--- src/hw/rtl/diffusion_ftcs_grid_step_core_defines.svh ---
// assertion macros shared by the diffusion step core
`ifndef DIFFUSION_FTCS_GRID_STEP_CORE_DEFINES_SVH
`define DIFFUSION_FTCS_GRID_STEP_CORE_DEFINES_SVH
`ifndef SYNTH
`define DFG_ASSERT(lbl, prop, msg) \
    lbl: assert property (@(posedge clk) disable iff (!rst_n) prop) else $error(msg);
`define DFG_ASSERT_ALWAYS(lbl, prop, msg) \
    lbl: assert property (@(posedge clk) prop) else $error(msg);
`else
`define DFG_ASSERT(lbl, prop, msg)
`define DFG_ASSERT_ALWAYS(lbl, prop, msg)
`endif
`endif

--- src/hw/rtl/dfg_pkg.sv ---
// types and constants of the diffusion step core
package dfg_pkg;

    localparam int CELL_W   = 26;
    localparam int RADIUS_W = 20;
    localparam int DIFF_W   = 30;
    localparam int MB_W     = 19;
    localparam int PROD_W   = DIFF_W + MB_W;
    localparam int QBITS    = 21;
    localparam int CFG_W    = 16;
    localparam int K_W      = 15;

    localparam logic [CELL_W-1:0]   CELL_MAX     = '1;
    localparam logic [RADIUS_W-1:0] RADIUS_MAX   = '1;
    localparam logic [CELL_W-1:0]   INITIAL_MASS = CELL_W'(1000 * 65536);
    localparam logic [K_W-1:0]      K_RESET      = K_W'(1638);
    localparam logic [CFG_W-1:0]    STEPS_RESET  = CFG_W'(1000);

    localparam logic CFG_DIFF_COEF = 1'b0;
    localparam logic CFG_MAX_STEPS = 1'b1;
    localparam logic FUNC_STEP     = 1'b0;
    localparam logic FUNC_READ     = 1'b1;

    typedef enum logic [3:0] {
        ST_CLEAR,
        ST_IDLE,
        ST_READ,
        ST_READ_Q,
        ST_ROW,
        ST_ROW_C,
        ST_RA,
        ST_RB,
        ST_MK,
        ST_MR,
        ST_ACC,
        ST_DIV,
        ST_DIV_WAIT
    } state_t;

    typedef struct packed {
        logic busy;
        logic done;
    } div_stat_t;

endpackage

--- src/hw/rtl/dfg_mul.sv ---
// shared registered signed multiplier
module dfg_mul (
    input  logic                               clk,
    input  logic signed [dfg_pkg::DIFF_W-1:0]  a,
    input  logic signed [dfg_pkg::MB_W-1:0]    b,
    output logic signed [dfg_pkg::PROD_W-1:0]  p
);
    import dfg_pkg::*;

    logic signed [PROD_W-1:0] p_reg;

    // product registered before any use
    always_ff @(posedge clk)
    begin
        p_reg <= PROD_W'(a) * PROD_W'(b);
    end

    assign p = p_reg;

endmodule

--- config.mk ---
export PLATFORM = sky130hd
export DESIGN_NAME = dfg_mul
export DESIGN_NICKNAME = d
export VERILOG_FILES = /design/src/hw/rtl/diffusion_ftcs_grid_step_core_defines.svh /design/src/hw/rtl/dfg_pkg.sv /design/src/hw/rtl/dfg_mul.sv
export SDC_FILE = /design/constraint.sdc
export NUM_CORES = 2
export LEC_CHECK = 0
export ABC_AREA = 0
export ABC_CLOCK_PERIOD_IN_PS = 13850
export BUFFER_PORTS_ARGS = -buffer_cell sky130_fd_sc_hd__buf_2
export CAP_MARGIN = 20
export CORE_MARGIN = 5
export CORE_UTILIZATION = 39
export CTS_BUF_LIST = sky130_fd_sc_hd__clkbuf_16
export CTS_CLUSTER_DIAMETER = 40
export DETAILED_ROUTE_END_ITERATION = 10
export HOLD_SLACK_MARGIN = 0.15
export PLACE_DENSITY = 0.61
export SLEW_MARGIN = 10
export SYNTH_ARGS = -nofsm -noshare
export SYNTH_HDL_FRONTEND = slang
export SYNTH_SLANG_ARGS = --single-unit
--- constraint.sdc ---
create_clock -name clk -period 13.85 [get_ports clk]
set_input_delay 0.6925 -clock clk [delete_from_list [all_inputs] [get_ports clk]]
set_output_delay 0.6925 -clock clk [all_outputs]
set_load 0.005 [all_outputs]
* Word level (Yosys, flattened, before mapping)
Index checks and enable logic that the tools add are counted.
** Cells by class
- $add $sub $neg :: 0
- $mul :: 1
- Divide/modulo/power cells :: 0
- Magnitude comparators :: 0
- Eq/ne operators :: 0
- Shift-type cells :: 0
- Multiplexer cells :: 0
- Bitwise logic cells :: 0
- Reduce and logical (&&, ||, !) cells :: 0
** Operators with widths (number)
- multiplier 30 x 19 -> 49 bit :: 1
** Storage, ports and cells
- Flip-flop bits (word level) :: 49
- Bits in latches :: 0
- RAM bits :: 0
- Memory bits (read-only) :: 0
- Input bits :: 50
- Output and inout bits :: 49
- Word-level logic and storage cells :: 2
- Memories kept :: 0

* Logic depth before layout (Yosys ltp)
- Word-level depth :: 1
- Gate-level depth with buffers :: 26
- Mapped depth without buffers :: 24

* Least setup slack after synthesis
No wires, ideal clock.
- Path kind :: in2reg
- Start point :: in a[29] in the netlist's numbering
- End point :: reg p_reg[48], in the netlist p[48]
- Library setup time :: 0.072 ns
- Data arrival time :: 6.676 ns
- Data required time :: 13.778 ns
- Slack :: 7.102 ns
- Stages :: 24
- Buffers on the path :: 3
- Cell sequence :: clkbuf_1 clkbuf_1 nand2_1 fa_1 inv_1 fa_1 fa_1 fa_1 fa_1 inv_1 fa_1 inv_1 ha_1 ha_1 clkbuf_1 a21oi_1 o21bai_1 a21oi_1 nand2_1 nor2_1 o211ai_1 a31o_1 a21oi_1 xnor2_1
** Between the ends
- Word-level cells in the longest chain between the ends :: 1
** RTL lines
- from (decl) :: line dfg_mul.sv:4 : input logic signed [dfg_pkg::DIFF_W-1:0] a,
- multiplier 30 x 19 -> 49 bit :: line dfg_mul.sv:15 : p_reg <= PROD_W'(a) * PROD_W'(b);
- to (signal assigned) :: line dfg_mul.sv:15
- to (decl) :: line dfg_mul.sv:10 : logic signed [PROD_W-1:0] p_reg;
No other way between the ends.

* Worst setup path after layout
- Start point :: in b[10] in the netlist's numbering
- End point :: reg p_reg[48], in the netlist p[48]
** Between the ends
- Word-level cells in the longest chain between the ends :: 1
** RTL lines
- from (decl) :: line dfg_mul.sv:5 : input logic signed [dfg_pkg::MB_W-1:0] b,
- multiplier 30 x 19 -> 49 bit :: line dfg_mul.sv:15
No other way between the ends.

==> impl_metrics.ini <==
[run_status]
status = complete, no violations

[clocking]
cts_tree = yes
post_cts_hold_buffer_count = 0
cts_max_path_buffers = 2
cts_buffers = 5
clkSlewWorstSetupHoldPaths_ps = 70
clock_tree.htree_level_count = 2
cts_post_setup_buffers_inserted = 0
clock-root-buffer = clkbuf_16
cts-resized-gates = 0
cts_sinks = 49

[cells_and_area]
areaGrowthSynthToFinish_pct = 5.14
final_nets = 2955
largest_register_ffs = 49
fillerInstances = 5292
layout-drive-gt1-share_pct = 5.24

[drt]
routed_wire_length_per_instance_microns = 18.8
drt.antenna.violating_nets = 0
drt_iter0_drc = 773
vias = 14600
routed_wirelength_mm = 54.5
post-route-drc-count = 0
viasPerCell = 5.04
first_pass_iters = 5

[floorplanning]
row_count = 84
floorplan.die.height_microns = 241
die-width_microns = 241
die_area_sq_um = 58100
core_region_area_sq_um = 52800
boundaryPins = 99
initial_core_util_pct = 39.5

[global_routing]
grt_antenna_before_repair = 6
grt_max_degree = 31
grt_pass1_vias = 16500
grt_first_pass_wirelength_mm = 88.5
globalRouteOverflowTotal = 0
grt.total_usage_pct = 19.5

[setup_path]
worst-endpoint-arrival_ps = 7740
timing.critical_path.to_type = register
biggest_fanout_along_the_worst_timing_path = 30
crit_top_cell = fa_1
crit_slowest_cell = o31ai_1
worstPathCellList = buf_2 -> nand2_1 -> fa_1 -> inv_1 -> fa_1 -> inv_1 -> fa_1 -> inv_1 -> fa_1 -> fa_1 -> fa_1 -> ha_1 -> ha_1 -> a21oi_1 -> o211ai_1 -> a211oi_2 -> a31oi_1 -> o31ai_1 -> o211ai_1 -> a31o_1 -> a21oi_1 -> xnor2_1
worst-endpoint-required_ps = 14090
worstSetupPathType = in2reg
critical-path-max-stage-delay_ps = 580
startpoint_type = input port

[yosys]
cell_types_with_the_largest_area_share_after_synthesis = fa_1 53%, inv_1 9.5%, ha_1 8.1%
synth_area_leader_cell = fa_1
syn_area_cell_sq_um = 9.36
synth-warning-count = 0
synth-async-reset-ratio_pct = 0
postSynthNetCount = 2968
netlist_top_cells_count = 556 x fa_1, 525 x inv_1, 305 x nand2_1
dominantRegCellSynth = dfxtp_1
post_synth_instance_area_sq_um = 20800
postSynthRegisterBits = 49
ys_types = 52
yosys.cell_count.top_type = fa_1
synth-edff-count = 0
syn-instance-count = 2227
synth_top_area_share_pct = 53.4
synth-seq-area-share_pct = 4.71

[sta]
timing.final.crit_period_ps = 7500
postLayoutSetupSlackWorst_ps = 6350
finalSetupViolations = 0
whs_ps = 866
worstMarginPinSlew_ps = 883
post-route-period-util_pct = 54.1
maxSlewHeadroom_pct = 41.0
fin_tns_setup_ps = 0
hold_viol_final = 0
drv_slew = 0
fmax_ghz = 0.133
unrepaired_setup_endpoints_after_global_routing = false

[placed_design]
portBuffers = 98
gpl.final_weighted_congestion = 0.885
post-place-ws_ps = 6180
place.detailed.hpwl_mm = 46.0

[hold_path]
min-delay-path-class = in2reg

[flow_run]
number_of_maximum_capacitance_constraint_violations = 0
stage by stage:
step	cell area, sq um	cells	util [%]
CTS	21900	2903	41.5
floorplan	20800	2227	-
finish	21900	2906	41.5
global placement	21700	2895	41.2
detailed placement	21700	2895	41.2
global route	21900	2904	41.5
cell type report:
class | count | area (sq um) | area share [%]
multi-input cells | 1535 | 17400 | 79.6
well taps | 688 | 861 | 3.93
flip-flops and latches | 49 | 981 | 4.48
clock inverters | 3 | 37.5 | 0.171
inverters | 525 | 1970 | 9.00
clock buffers | 5 | 125 | 0.571
diodes | 3 | 7.51 | 0.0343
repair buffers | 98 | 490 | 2.24
worst max-delay path, delay by kind of cell:
| family | cells | cell delay (ps) |
|---|---|---|
| adder cells (fa/ha/maj) | 8 | 3650 |
| AND/OR/NAND/NOR | 1 | 180 |
| buffers and inverters | 4 | 640 |
| XOR/XNOR | 1 | 140 |
| AO/OA/AOI/OAI | 8 | 2400 |
final timing paths:
path  endpoint  depth (start not counted)  start  slack [ps]
max      p[48]                         22  b[10]        6350
min       p[0]                          2   a[0]         870
cell families after synthesis:
group / after synthesis / share of synthesized area [%]
buffers and inverters: 643 / 11.6
xor gates and xnor gates: 52 / 2.19
AOI/OAI and AO/OA: 139 / 4.56
DFF: 49 / 4.71
adders and majority gates: 691 / 61.5
and+or+nand+nor: 653 / 15.4
cells in the final DEF (no fill, tap or decap), types with 2 or more instances in the layout:
cell and n:
fa_1 556, inv_1 526, nand2_1 305, and2_1 258
ha_1 135, buf_2 98, dfxtp_1 49, nor2_1 42
a21oi_1 41, xnor2_1 39, a21o_1 19, nand3_1 14
xor2_1 13, o21ai_0 12, o21bai_1 9, o21ai_1 8
nand2b_1 7, o21a_1 7, o211ai_1 7, nand4_1 6
nor3_1 6, o31ai_1 5, a211oi_1 5, and3_1 5
clkbuf_16 5, a31oi_1 4, diode_2 3, a21boi_0 3
or3_1 3, a21oi_2 2, a31o_2 2, o311ai_1 2
a221oi_1 2
per-layer routing:
metal	vias up	track usage [%]	wire (microns)
met3	135	2.33	2070
met5	-	0	21
li1	6406	-	-
met4	4	9.75	3290
met1	7707	22.3	19700
met2	394	36.0	29500
Power is left out: the tool's default activity adds up to more than one toggle a clock period on the data nets, which glitch-free logic cannot reach.
