===== config.mk =====
export PLATFORM = sky130hd
export DESIGN_NAME = dfg_div
export DESIGN_NICKNAME = d
export VERILOG_FILES = /design/src/hw/rtl/diffusion_ftcs_grid_step_core_defines.svh /design/src/hw/rtl/dfg_pkg.sv /design/src/hw/rtl/dfg_div.sv
export SDC_FILE = /design/constraint.sdc
export NUM_CORES = 1
export LEC_CHECK = 0
export ABC_AREA = 1
export BUFFER_PORTS_ARGS = -buffer_cell sky130_fd_sc_hd__buf_2
export CORE_MARGIN = 2
export CORE_UTILIZATION = 53
export DETAILED_ROUTE_END_ITERATION = 12
export PLACE_DENSITY = 0.86
export SLEW_MARGIN = 10
export SYNTH_ARGS = -nofsm -noshare
export SYNTH_HDL_FRONTEND = slang
export SYNTH_SLANG_ARGS = --single-unit

===== constraint.sdc =====
create_clock -name clk -period 2.5 [get_ports clk]
set_input_delay 0 -clock clk [delete_from_list [all_inputs] [get_ports clk]]
set_output_delay 0 -clock clk [all_outputs]
set_load 0.005 [all_outputs]

===== src/hw/rtl/diffusion_ftcs_grid_step_core_defines.svh =====
// assertion macros shared by the diffusion step core
`ifndef DIFFUSION_FTCS_GRID_STEP_CORE_DEFINES_SVH
`define DIFFUSION_FTCS_GRID_STEP_CORE_DEFINES_SVH
`ifndef SYNTH
`define DFG_ASSERT(lbl, prop, msg) \
    lbl: assert property (@(posedge clk) disable iff (!rst_n) prop) else $error(msg);
`define DFG_ASSERT_ALWAYS(lbl, prop, msg) \
    lbl: assert property (@(posedge clk) prop) else $error(msg);
`else
`define DFG_ASSERT(lbl, prop, msg)
`define DFG_ASSERT_ALWAYS(lbl, prop, msg)
`endif
`endif


===== src/hw/rtl/dfg_pkg.sv =====
// types and constants of the diffusion step core
package dfg_pkg;

    localparam int CELL_W   = 26;
    localparam int RADIUS_W = 20;
    localparam int DIFF_W   = 30;
    localparam int MB_W     = 19;
    localparam int PROD_W   = DIFF_W + MB_W;
    localparam int QBITS    = 21;
    localparam int CFG_W    = 16;
    localparam int K_W      = 15;

    localparam logic [CELL_W-1:0]   CELL_MAX     = '1;
    localparam logic [RADIUS_W-1:0] RADIUS_MAX   = '1;
    localparam logic [CELL_W-1:0]   INITIAL_MASS = CELL_W'(1000 * 65536);
    localparam logic [K_W-1:0]      K_RESET      = K_W'(1638);
    localparam logic [CFG_W-1:0]    STEPS_RESET  = CFG_W'(1000);

    localparam logic CFG_DIFF_COEF = 1'b0;
    localparam logic CFG_MAX_STEPS = 1'b1;
    localparam logic FUNC_STEP     = 1'b0;
    localparam logic FUNC_READ     = 1'b1;

    typedef enum logic [3:0] {
        ST_CLEAR,
        ST_IDLE,
        ST_READ,
        ST_READ_Q,
        ST_ROW,
        ST_ROW_C,
        ST_RA,
        ST_RB,
        ST_MK,
        ST_MR,
        ST_ACC,
        ST_DIV,
        ST_DIV_WAIT
    } state_t;

    typedef struct packed {
        logic busy;
        logic done;
    } div_stat_t;

endpackage


===== src/hw/rtl/dfg_div.sv =====
// restoring divider for the weighted radius, one quotient bit per cycle
module dfg_div #(
    parameter int NUM_W = 60,
    parameter int DEN_W = 38
) (
    input  logic                             clk,
    input  logic                             rst_n,
    input  logic                             start,
    input  logic [NUM_W-1:0]                 num,
    input  logic [DEN_W-1:0]                 den,
    output logic [dfg_pkg::RADIUS_W-1:0]     quotient,
    output dfg_pkg::div_stat_t               stat
);
    import dfg_pkg::*;

    localparam int N_W   = NUM_W + 6;
    localparam int CNT_W = $clog2(QBITS + 1);

    logic [N_W-1:0]    nshift;
    logic [N_W-1:0]    hi;
    logic [DEN_W-1:0]  rem_reg;
    logic [QBITS-1:0]  low_reg;
    logic [QBITS-1:0]  q_reg;
    logic [CNT_W-1:0]  cnt_reg;
    logic              busy_reg;
    logic              done_reg;
    logic [DEN_W:0]    trial;
    logic              take;

    // scaled numerator and its part above the quotient bits
    assign nshift = {num, 6'b000000};
    assign hi     = nshift >> QBITS;
    assign trial  = {rem_reg, low_reg[QBITS-1]};
    assign take   = trial >= {1'b0, den};

    // control
    always_ff @(posedge clk or negedge rst_n)
    begin
        if (!rst_n)
        begin
            busy_reg <= 1'b0;
            done_reg <= 1'b0;
            cnt_reg  <= '0;
        end
        else
        begin
            done_reg <= 1'b0;
            if (start)
            begin
                if (den == '0 || hi >= N_W'(den))
                begin
                    done_reg <= 1'b1;
                end
                else
                begin
                    busy_reg <= 1'b1;
                    cnt_reg  <= CNT_W'(QBITS);
                end
            end
            else if (busy_reg)
            begin
                cnt_reg <= cnt_reg - CNT_W'(1);
                if (cnt_reg == CNT_W'(1))
                begin
                    busy_reg <= 1'b0;
                    done_reg <= 1'b1;
                end
            end
        end
    end

    // datapath
    always_ff @(posedge clk)
    begin
        if (start)
        begin
            rem_reg <= hi[DEN_W-1:0];
            low_reg <= nshift[QBITS-1:0];
            if (den == '0)
                q_reg <= '0;
            else
                q_reg <= '1;
        end
        else if (busy_reg)
        begin
            rem_reg <= take ? DEN_W'(trial - {1'b0, den}) : trial[DEN_W-1:0];
            low_reg <= {low_reg[QBITS-2:0], 1'b0};
            q_reg   <= {q_reg[QBITS-2:0], take};
        end
    end

    // saturate to the result width
    assign quotient  = q_reg[QBITS-1] ? RADIUS_MAX : q_reg[RADIUS_W-1:0];
    assign stat.busy = busy_reg;
    assign stat.done = done_reg;

endmodule


# == After elaboration in Yosys (flattened, before gate mapping) ==
# Index checks and enable logic that the tools add are counted.
# op_classes
addsub,2
order_cmp,2
n_eq_ne,2
mux,20
reduce_logical,4
# op_table
cell,count
38-bit two-way mux,3
21-bit two-way mux,5
45-bit by 38-bit greater-or-equal comparator with 1-bit output,1
39-bit by 38-bit greater-or-equal comparator with 1-bit output,1
38-bit logical NOT,1
38-bit subtractor,1
20-bit two-way mux,1
5-bit two-way mux,3
1-bit two-way mux,8
5-bit by 1-bit equality test with 1-bit output (second input constant),1
5-bit by 1-bit subtractor with 5-bit output (second input constant),1
2-bit != test (second input constant),1
2-bit AND reduction,1
2-bit nonzero test,1
1-bit logical OR,1
# totals
ff_bits,81
input_bits,101
out_inout_bits,22

# == Longest topological paths before layout ==
# Gate-level depths: netlist of the first run.
# logic_depth
word_depth,4
mapped_depth,18
depth_no_buf,17

# == Least setup slack after synthesis of the first run ==
# Ideal clock, no wire load.
# synth_timing
path_type,reg-to-reg
startpoint,register busy_reg
endpoint,register cnt_reg[0]
setup_ns,0.129
t_arrival_ns,2.582
slack_ns,-0.211
stages_incl_launch_ff,6
path_cell_list,dfrtp_1 -> inv_1 -> nand2_1 -> nand2_1 -> nand2_1 -> nand2_1
# synth_via
elab_chain_len,2
# synth_rtl
item,line_no,text
start: declaration,dfg_div.sv:25,logic busy_reg;
start signal: assignment,dfg_div.sv:41,busy_reg <= 1'b0;
start signal: assignment,dfg_div.sv:56,busy_reg <= 1'b1;
start signal: assignment,dfg_div.sv:65,busy_reg <= 1'b0;
2-bit nonzero test (no source line),--,
2-bit AND reduction (no source line),--,
end signal: assignment,dfg_div.sv:57,cnt_reg <= CNT_W'(QBITS);
end signal: assignment,dfg_div.sv:62,cnt_reg <= cnt_reg - CNT_W'(1);
end: declaration,dfg_div.sv:24,logic [CNT_W-1:0] cnt_reg;
# No other way between the ends.
# A chain may end at the register's enable or synchronous reset.

# == Final worst setup path of the first run ==
# layout_timing
startpoint,register rem_reg[8]
endpoint,register rem_reg[27] (data pin)
# layout_via
elab_chain_len,4
elab_cells_between_ends,5
cone_classes,add/sub (1); order compare (1); mux (3)
# layout_rtl
item,line_no,text
start: declaration,dfg_div.sv:21,logic [DEN_W-1:0] rem_reg;
start signal: assignment,dfg_div.sv:77,rem_reg <= hi[DEN_W-1:0];
start signal: assignment,dfg_div.sv:86,"rem_reg <= take ? DEN_W'(trial - {1'b0, den}) : trial[DEN_W-1:0];"
38-bit subtractor or 39-bit by 38-bit greater-or-equal comparator with 1-bit output (tied branches),"dfg_div.sv:86, dfg_div.sv:34",
38-bit two-way mux *,dfg_div.sv:86,
38-bit two-way mux *,dfg_div.sv:84,else if (busy_reg)
38-bit two-way mux *,dfg_div.sv:75,if (start)
# Mark *: on every way between the ends. The rest lies on a longest branch, timed or not. The select of a mux whose other input is x is not followed.

==> results.yml, run 1 <==
routing:
  firstDrtPassIters: 5
  antenna_left: 0
  first_iter_violations: 780
  wl_per_cell_um: 15.8
  routed_vias_inst: 5.35
  drc: 0
  dr_total_vias: 8887
  postRouteWirelength_um: 26300
synthesis:
  mappedNetlistArea_um2: 8280
  synthArstFlopShare_pct: 8.64
  seq_cells_post_synth: 81
  post_synthesis_sequential_area_ratio_pct: 29.0
  yosys_warnings: 0
  synth_cell_types: 39
  post_synthesis_net_count: 1461
  syn_avg_cell_area_um2: 6.46
  synthesized_netlist_cell_count: 1281
  synthFlopType: "sky130_fd_sc_hd__edfxtp_1"
  synth_edf_count: 74
placement:
  detailedPlace.worstSlack_ps: -14.3
  placed_area_um2: 9190
  dpl.hpwl_um: 19000
  io_buffers: 122
  placedCellCount: 1584
  routabilityCongestion: 1.02
global_route:
  grt_residual_overflow: 0
  largest_net_degree_at_the_start_of_global_routing: 78
  track_usage_pct: 31.4
  grt_antenna_before_repair: 0
  grt_first_pass_wirelength_um: 41000
  via_count_of_the_first_global_routing_pass: 8528
critical_path:
  worst-endpoint-required_ps: 2600
  crit_chain: "ha_1 > nand2_1 > nor2_1 > and2_1 > nand2_1 > nor2_1 > a21oi_2 > buf_12 > nand3b_1 > nand3_1 > nand2_1"
  cpMaxStageDelayCell: "sky130_fd_sc_hd__edfxtp_1"
  start_kind: "flip-flop"
  crit_top_cell: "sky130_fd_sc_hd__nand2_1"
  critical_path.max_fanout: 33
  critical-path-max-stage-delay_ps: 390
  worstPathArrival_ps: 2540
  worst-path-buf-inv: 1
  setup.worst_path.end_class: "flip-flop"
  path_delay_family: "simple AND/OR/NAND/NOR gates"
  start_to_end_type_of_the_worst_setup_path: "flip-flop to flip-flop"
sta:
  setup-violations-final: 0
  period_share_pct: 97.7
  finalHoldViolations: 0
  worstMarginPinSlew_ps: 777
  worst_slack_ps: 57.7
  fmax_mhz: 409
  layout_min_cycle_time_ps: 2440
  clock-skew-final_ps: 6.36
  slew-limit-headroom_pct: 48.2
  timing_max_transition_violations_final: 0
  hold_ws_ps: 17.5
  finalSetupTns_ps: 0
layout:
  layout_common_cells: "sky130_fd_sc_hd__nand2_1 (474), sky130_fd_sc_hd__inv_1 (199), sky130_fd_sc_hd__buf_2 (122)"
  final_nets: 1649
  area_added_between_synthesis_and_finish_pct: 26.8
  antenna_cells: 0
  fin_cells: 1662
  post-route-cell-area_um2: 10500
  layout-drive-gt1-share_pct: 16.8
  leading_cell_type_in_the_layout_fill_and_taps_excluded: "sky130_fd_sc_hd__nand2_1"
  largest_register_ffs: 38
  ff_latch_area_um2: 2400
  finish.utilization_pct: 69.0
  multiInputGateArea_um2: 5300
  layout_fillers: 1286
die:
  floorplan.die.width_um: 129
  die_y_um: 129
  top_level_ports: 123
  die-area_um2: 16600
  floorplan.initialDensity_pct: 54.4
  fp-row-count: 45
  core_region_area_um2: 15200
pwr:
  p_per_area_nw_per_um2: 551
  ir_worst_vdd_uv: 424
  fin_total_pwr_mw: 5.78
  leakage_nw: 5.49
worst_hold_path:
  hold_class: "primary input to flip-flop"
clocking:
  clock_tree.htree_level_count: 3
  tritoncts_clock_tree: "built"
  max-clock-path-buffers: 2
  root_driver: "sky130_fd_sc_hd__clkbuf_16"
  clkTransAtPathRegs_ps: 70
  clock_latency_ps: 360
  clock_sinks: 81
  tritoncts_buffer_count: 9
status:
  run_status: "finished clean"
job:
  max_cap_violations: 0
area by class of cell:
class	count	area share, %
clock buffer	9	2.15
clock inverter	7	0.835
inverter	206	7.37
multi-input combinational	964	50.5
sequential	81	22.9
tap	188	2.24
timing repair buffer	207	14.1
worst min-delay path, cell delays in order:
cell                      delay, ps
sky130_fd_sc_hd__buf_2           80
sky130_fd_sc_hd__inv_1           50
sky130_fd_sc_hd__o21ai_0        130
worst paths after layout:
check	startpoint	endpoint	slack [ps]	cells past startpoint
setup / recovery	rem_reg[8]	rem_reg[27]	60	11
hold reg to reg	cnt_reg[1]	cnt_reg[1]	470	2
hold / removal	num[15]	rem_reg[0]	20	3
min in group asynchronous	rst_n	cnt_reg[1]	620	3
setup reg to reg	rem_reg[8]	rem_reg[27]	60	11
max in group asynchronous	rst_n	cnt_reg[2]	1610	3
where the power goes:
group          switching [mW]  internal [mW]
clock                   0.637          0.792
sequential             0.0836           1.67
combinational            1.55           1.05
total                    2.27           3.51
cell usage after synthesis (3+ instances only):
master	number	area share, %
sky130_fd_sc_hd__nor3_1	6	0.36
sky130_fd_sc_hd__inv_2	6	0.27
sky130_fd_sc_hd__nand3b_1	31	2.8
sky130_fd_sc_hd__o21ai_0	33	2.0
sky130_fd_sc_hd__nor2_2	3	0.23
sky130_fd_sc_hd__o21bai_1	7	0.64
sky130_fd_sc_hd__dfrtp_1	7	2.1
sky130_fd_sc_hd__nand4_1	7	0.53
sky130_fd_sc_hd__buf_1	5	0.23
sky130_fd_sc_hd__ha_1	78	12
sky130_fd_sc_hd__buf_2	8	0.48
sky130_fd_sc_hd__inv_1	199	9.0
sky130_fd_sc_hd__nor2_1	104	4.7
sky130_fd_sc_hd__nand2_1	484	22
sky130_fd_sc_hd__nand3_1	107	6.5
sky130_fd_sc_hd__or2_2	3	0.23
sky130_fd_sc_hd__buf_4	3	0.27
sky130_fd_sc_hd__xnor2_1	18	1.9
sky130_fd_sc_hd__nand2_2	18	1.4
sky130_fd_sc_hd__clkbuf_1	12	0.54
sky130_fd_sc_hd__a21oi_1	45	2.7
sky130_fd_sc_hd__edfxtp_1	74	27
cell families (layout without fill, tap and decap cells):
family          count (synthesis)  after routing  share of synthesized area, %
flops                          81             81                          29.0
simple gates                  771            771                          39.4
buf+inv                       236            429                          11.3
xor+xnor                       20             20                          2.12
compound gates                 94             94                          6.15
fa+ha+maj                      79             79                          12.0
layer usage:
metal | up-vias | track usage, % | wire length, um
met5 | - | 0 | 0
li1 | 4433 | - | -
met3 | 59 | 4.28 | 1620
met2 | 355 | 52.7 | 12300
met1 | 4040 | 40.0 | 11300
met4 | 0 | 15.0 | 1080
what timing repair did:
item,in CTS,in global routing
pin swaps,0,10
cloned,0,1
buffers inserted,0,7
resized for setup,2,58
setup endpoints to repair,4,39
hold buffers,54,0
endpoints found under the hold margin,59,0
Power figures use the tool's default switching activity.
==> run 2: changes to the inputs <==
Settings changed: CTS_CLUSTER_DIAMETER set to 100.
Clock period 2.5 ns to 1.95 ns, I/O delays scaled along.
==> results.yml, run 2 (synthesis gave the netlist of run 1 again) <==
sta:
  timing_max_transition_violations_final: 0
  worst_slack_ps: -441
  period_share_pct: 123
  slew-limit-headroom_pct: 45.7
  setup-violations-final: 44
  worstMarginPinSlew_ps: 814
  finalHoldViolations: 0
  clock-skew-final_ps: 15.9
  layout_min_cycle_time_ps: 2390
  rsz0062_at_grt: "true"
  fmax_mhz: 418
clocking:
  max-clock-path-buffers: 2
  clock_sinks: 81
  clock_tree.htree_level_count: 3
  tritoncts_buffer_count: 9
  clkTransAtPathRegs_ps: 80
  tritoncts_clock_tree: "built"
  root_driver: "sky130_fd_sc_hd__clkbuf_16"
  clock_latency_ps: 370
pwr:
  net-switching-power_mw: 3.67
  fin_total_pwr_mw: 9.23
  leakage_nw: 6.70
  ir_worst_vdd_uv: 663
  combPwrFrac_pct: 53.4
  clock_network_fraction_of_total_power_pct: 21.9
  power.switching_fraction_pct: 39.8
  share_seq_of_total_power_pct: 24.7
  p_per_area_nw_per_um2: 716
  p_int_mw: 5.56
layout:
  area_added_between_synthesis_and_finish_pct: 55.7
  largest_register_ffs: 38
  final_nets: 1839
  leading_cell_type_in_the_layout_fill_and_taps_excluded: "sky130_fd_sc_hd__nand2_1"
  post-route-cell-area_um2: 12900
  layout_fillers: 832
  antenna_cells: 0
  layout_common_cells: "sky130_fd_sc_hd__nand2_1 (442), sky130_fd_sc_hd__inv_1 (195), sky130_fd_sc_hd__buf_4 (195)"
  layout-drive-gt1-share_pct: 33.8
placement:
  routabilityCongestion: 0.998
  io_buffers: 122
  dpl.hpwl_um: 21700
  placed_area_um2: 10600
routing:
  drc: 0
  postRouteWirelength_um: 34100
  dr_total_vias: 10400
  firstDrtPassIters: 6
  wl_per_cell_um: 18.4
  antenna_left: 0
  routed_vias_inst: 5.61
  first_iter_violations: 883
critical_path:
  crit_chain: "ha_4 > buf_4 > buf_6 > nand2_2 > nand2_2 > a21oi_2 > buf_4 > nand2_1 > inv_2 > nor2_1 > nor2_1 > nand2_1 > nand2_1 > nand3_1 > nand3_1 > nand2_1"
  critical_path.max_fanout: 3
  worstPathArrival_ps: 2520
  worst-r2r-setup-slack_ps: -440
  rr_worst_depth: 16
  setup.worst_path.end_class: "flip-flop"
  critical-path-max-stage-delay_ps: 450
  start_kind: "flip-flop"
  start_to_end_type_of_the_worst_setup_path: "flip-flop to flip-flop"
  crit-reg2reg-capture: "rem_reg[32]"
  rr_startpoint: "rem_reg[22]"
  crit_top_cell: "sky130_fd_sc_hd__nand2_1"
  cpMaxStageDelayCell: "sky130_fd_sc_hd__edfxtp_1"
  worst-endpoint-required_ps: 2080
die:
  die_y_um: 129
  floorplan.initialDensity_pct: 54.4
  fp-row-count: 45
  die-area_um2: 16600
  top_level_ports: 123
  core_region_area_um2: 15200
  floorplan.die.width_um: 129
global_route:
  largest_net_degree_at_the_start_of_global_routing: 78
  grt_residual_overflow: 0
  track_usage_pct: 39.0
  grt_antenna_before_repair: 0
  via_count_of_the_first_global_routing_pass: 10100
  grt_first_pass_wirelength_um: 50200
job:
  max_cap_violations: 0
worst_hold_path:
  hold_class: "primary input to flip-flop"
  holdCritStartpoint: "den[0]"
  holdPathStages: 5
  min_delay_worst_endpoint: "rem_reg[0]"
status:
  run_status: "complete, but fails checks"
  violations: "setup timing"
run 2: cell count changes in the layout (fill, tap and decap cells not counted), sizes merged:
| cell | previous run | this run |
|---|---|---|
| buf | 152 | 337 |
| clkbuf | 10 | 13 |
| clkinvlp | 2 | 0 |
| inv | 207 | 209 |
| bufinv | 1 | 2 |
| clkinv | 3 | 2 |
| dlygate4sd3 | 54 | 55 |
| nand2 | 504 | 505 |
run 2: layer usage:
layer / routed length (um) / global-route usage [%]
met3: 2980 / 8.15
met4: 2310 / 22.8
met2: 16300 / 67.8
met5: 0 / 0
met1: 12500 / 44.2
run 2: repair_timing:
action,4_1_cts,5_1_grt
setup endpoints to repair,39,45
hold endpoints to repair,60,0
gates cloned,3,5
hold buffers,55,0
resized for setup,84,115
setup buffers,18,19
pin swaps,12,53
run 2: power groups by stage:
| stage | registers [mW] | clock network (mW) | logic (mW) |
|---|---|---|---|
| 2_1_floorplan | 2.24 | 0 | 2.19 |
| 4_1_cts | 2.25 | 2.00 | 4.16 |
| 3_3_place_gp | 2.26 | 0 | 3.57 |
| 5_1_grt | 2.29 | 2.06 | 5.24 |
| 6_report | 2.28 | 2.03 | 4.93 |
| 3_5_place_dp | 2.27 | 0 | 3.67 |
run 2: layout make-up:
class,count,area [um^2],share of cell area [%]
clock inverters,7,106,0.825
repair buffers,396,3070,23.9
well taps,188,235,1.83
clock buffers,9,225,1.75
flip-flops and latches,81,2400,18.6
inverters,206,773,6.00
multi-input cells,965,6080,47.2
run 2: critical path, delay by kind of cell (launching register included):
kind | cells | cell delay, ps
and+or+nand+nor | 10 | 850
DFF | 1 | 450
buffers and inverters | 4 | 440
adders and majority gates | 1 | 250
AOI/OAI and AO/OA | 1 | 150
run 2: worst max-delay path by stage:
stage                      startpoint           to  slack [ps]  cells after the start
after global routing       rem_reg[9]  rem_reg[18]        -500                     13
after CTS                 rem_reg[27]  rem_reg[36]        -340                     14
final                     rem_reg[22]  rem_reg[32]        -440                     16
after detailed placement  rem_reg[18]  rem_reg[36]        -470                     11
after floorplan           rem_reg[20]  rem_reg[34]        -140                     14
after global placement    rem_reg[18]  rem_reg[36]        -470                     11
run 2: metrics by stage:
| stage | cells | hold slack (ps) | setup slack (ps) | setup TNS, ps | util [%] |
|---|---|---|---|---|---|
| 2_1_floorplan | 1281 | -296 | -139 | -4220 | - |
| 3_3_place_gp | 1738 | -161 | -467 | -16030 | 69.9 |
| 3_5_place_dp | 1738 | -159 | -474 | -17090 | 69.9 |
| 4_1_cts | 1830 | 220 | -339 | -11800 | 80.4 |
| 5_1_grt | 1852 | 249 | -495 | -18050 | 84.8 |
| 6_report | 1852 | 243 | -441 | -14250 | 84.8 |
==> run 3: changes to the inputs <==
Settings changed: SKIP_LAST_GASP set to 1.
==> results.yml, run 3 (synthesis gave the netlist of run 1 again) <==
layout:
  fin_cells: 1847
  layout-drive-gt1-share_pct: 33.0
  antenna_cells: 0
  post-route-cell-area_um2: 12800
  layout_common_cells: "sky130_fd_sc_hd__nand2_1 (441), sky130_fd_sc_hd__inv_1 (195), sky130_fd_sc_hd__buf_4 (190)"
  area_added_between_synthesis_and_finish_pct: 54.5
  largest_register_ffs: 38
  leading_cell_type_in_the_layout_fill_and_taps_excluded: "sky130_fd_sc_hd__nand2_1"
  final_nets: 1834
placement:
  detailedPlace.worstSlack_ps: -474
  placed_area_um2: 10600
  io_buffers: 122
  routabilityCongestion: 0.998
  placedCellCount: 1738
  dpl.hpwl_um: 21700
pwr:
  fin_total_pwr_mw: 9.13
  leakage_nw: 6.66
  p_per_area_nw_per_um2: 714
  ir_worst_vdd_uv: 665
routing:
  wl_per_cell_um: 18.1
  met3_wirelength_um: 2690
  first_iter_violations: 848
  postRouteWirelength_um: 33500
  drc: 0
  wl_met2_um: 16200
  firstDrtPassIters: 6
  wirelength_met1_um: 12400
  top_layer_used: "met4"
  routed_vias_inst: 5.62
  antenna_left: 0
  dr_total_vias: 10400
sta:
  rsz0062_at_grt: "true"
  finalHoldViolations: 0
  clock-skew-final_ps: 16.0
  setup-violations-final: 44
  worst_slack_ps: -395
  timing_max_transition_violations_final: 0
  fmax_mhz: 426
  layout_min_cycle_time_ps: 2350
  worstMarginPinSlew_ps: 828
  period_share_pct: 120
  slew-limit-headroom_pct: 44.8
  hold_ws_ps: 260
die:
  top_level_ports: 123
  core_region_area_um2: 15200
  floorplan.initialDensity_pct: 54.4
  fp-row-count: 45
  die_y_um: 129
  floorplan.die.width_um: 129
  die-area_um2: 16600
global_route:
  grt_residual_overflow: 0
  grt_first_pass_wirelength_um: 49900
  track_usage_pct: 38.7
  grt_antenna_before_repair: 0
  largest_net_degree_at_the_start_of_global_routing: 78
  via_count_of_the_first_global_routing_pass: 10100
clocking:
  max-clock-path-buffers: 2
  root_driver: "sky130_fd_sc_hd__clkbuf_16"
  clock_tree.htree_level_count: 3
  clock_sinks: 81
  tritoncts_buffer_count: 9
  clock_latency_ps: 370
  clkTransAtPathRegs_ps: 70
  tritoncts_clock_tree: "built"
job:
  max_cap_violations: 0
critical_path:
  worst-endpoint-required_ps: 2080
  worstPathArrival_ps: 2470
  start_to_end_type_of_the_worst_setup_path: "flip-flop to flip-flop"
  cpMaxStageDelayCell: "sky130_fd_sc_hd__edfxtp_1"
  setup.worst_path.end_class: "flip-flop"
  start_kind: "flip-flop"
  crit_top_cell: "sky130_fd_sc_hd__nand2_1"
  crit_chain: "ha_4 > nand2_1 > buf_4 > inv_1 > nand4_1 > nor2_2 > a21oi_4 > buf_6 > clkbuf_16 > nand3b_1 > nand3_2 > nand2_1"
  critical_path.max_fanout: 6
  critical-path-max-stage-delay_ps: 440
worst_hold_path:
  hold_class: "primary input to flip-flop"
status:
  run_status: "complete, but fails checks"
  violations: "setup timing"
run 3: changes by cell type in the layout (fill, tap and decap cells not counted), moves of 2 or more:
cell | previous run | this run
sky130_fd_sc_hd__buf_4 | 195 | 190
sky130_fd_sc_hd__nand3_1 | 62 | 69
sky130_fd_sc_hd__nand2_2 | 39 | 41
sky130_fd_sc_hd__a21oi_2 | 11 | 9
sky130_fd_sc_hd__nand3_2 | 41 | 35
sky130_fd_sc_hd__nor2_1 | 78 | 80
sky130_fd_sc_hd__a21oi_1 | 32 | 34
run 3: report_power, final:
part	internal (mW)	leakage (nW)	switching, mW
registers	2.14	0.811	0.136
logic	2.23	5.69	2.59
clock network	1.15	0.163	0.881
total	5.52	6.66	3.61
run 3: through the flow:
step / utilization (%) / TNS, ps
2_1_floorplan: - / -4220
3_3_place_gp: 69.9 / -16030
3_5_place_dp: 69.9 / -17090
4_1_cts: 80.2 / -11820
5_1_grt: 84.1 / -17560
6_report: 84.1 / -13310
run 3: what timing repair did:
action / in CTS / in global routing
gates resized for setup: 79 / 104
hold endpoints to repair: 60 / 0
setup endpoints to repair: 39 / 45
pin swaps: 12 / 44
buffers inserted: 18 / 13
cloned: 3 / 4
hold buffers: 55 / 0
run 3: worst paths after layout:
| check | from | endpoint | slack [ps] | cells past startpoint |
|---|---|---|---|---|
| hold / removal | den[0] | rem_reg[0] | 260 | 5 |
| setup / recovery | rem_reg[1] | rem_reg[6] | -400 | 12 |
| max in group asynchronous | rst_n | cnt_reg[2] | 1070 | 3 |
| setup reg to reg | rem_reg[1] | rem_reg[6] | -400 | 12 |
| min in group asynchronous | rst_n | cnt_reg[4] | 610 | 3 |
| hold reg to reg | cnt_reg[4] | cnt_reg[4] | 510 | 2 |
run 3: metal layers:
metal	vias to the layer above	track usage (%)
met5	-	0
met4	0	21.8
met3	169	6.82
met2	602	67.7
met1	4802	44.8
li1	4805	-
run 3: layout make-up:
type	instances	area [um^2]
clock buffer	9	225
clock inverter	7	106
fill	859	2410
inverter	206	773
multi-input combinational	965	6000
sequential	81	2400
tap	188	235
timing repair buffer	391	3050
run 3: critical path: cells and delay by family, from the launching register on:
family,cells,cell delay (ps)
simple gates,6,560
buf+inv,4,530
flops,1,440
compound gates,1,300
fa+ha+maj,1,270
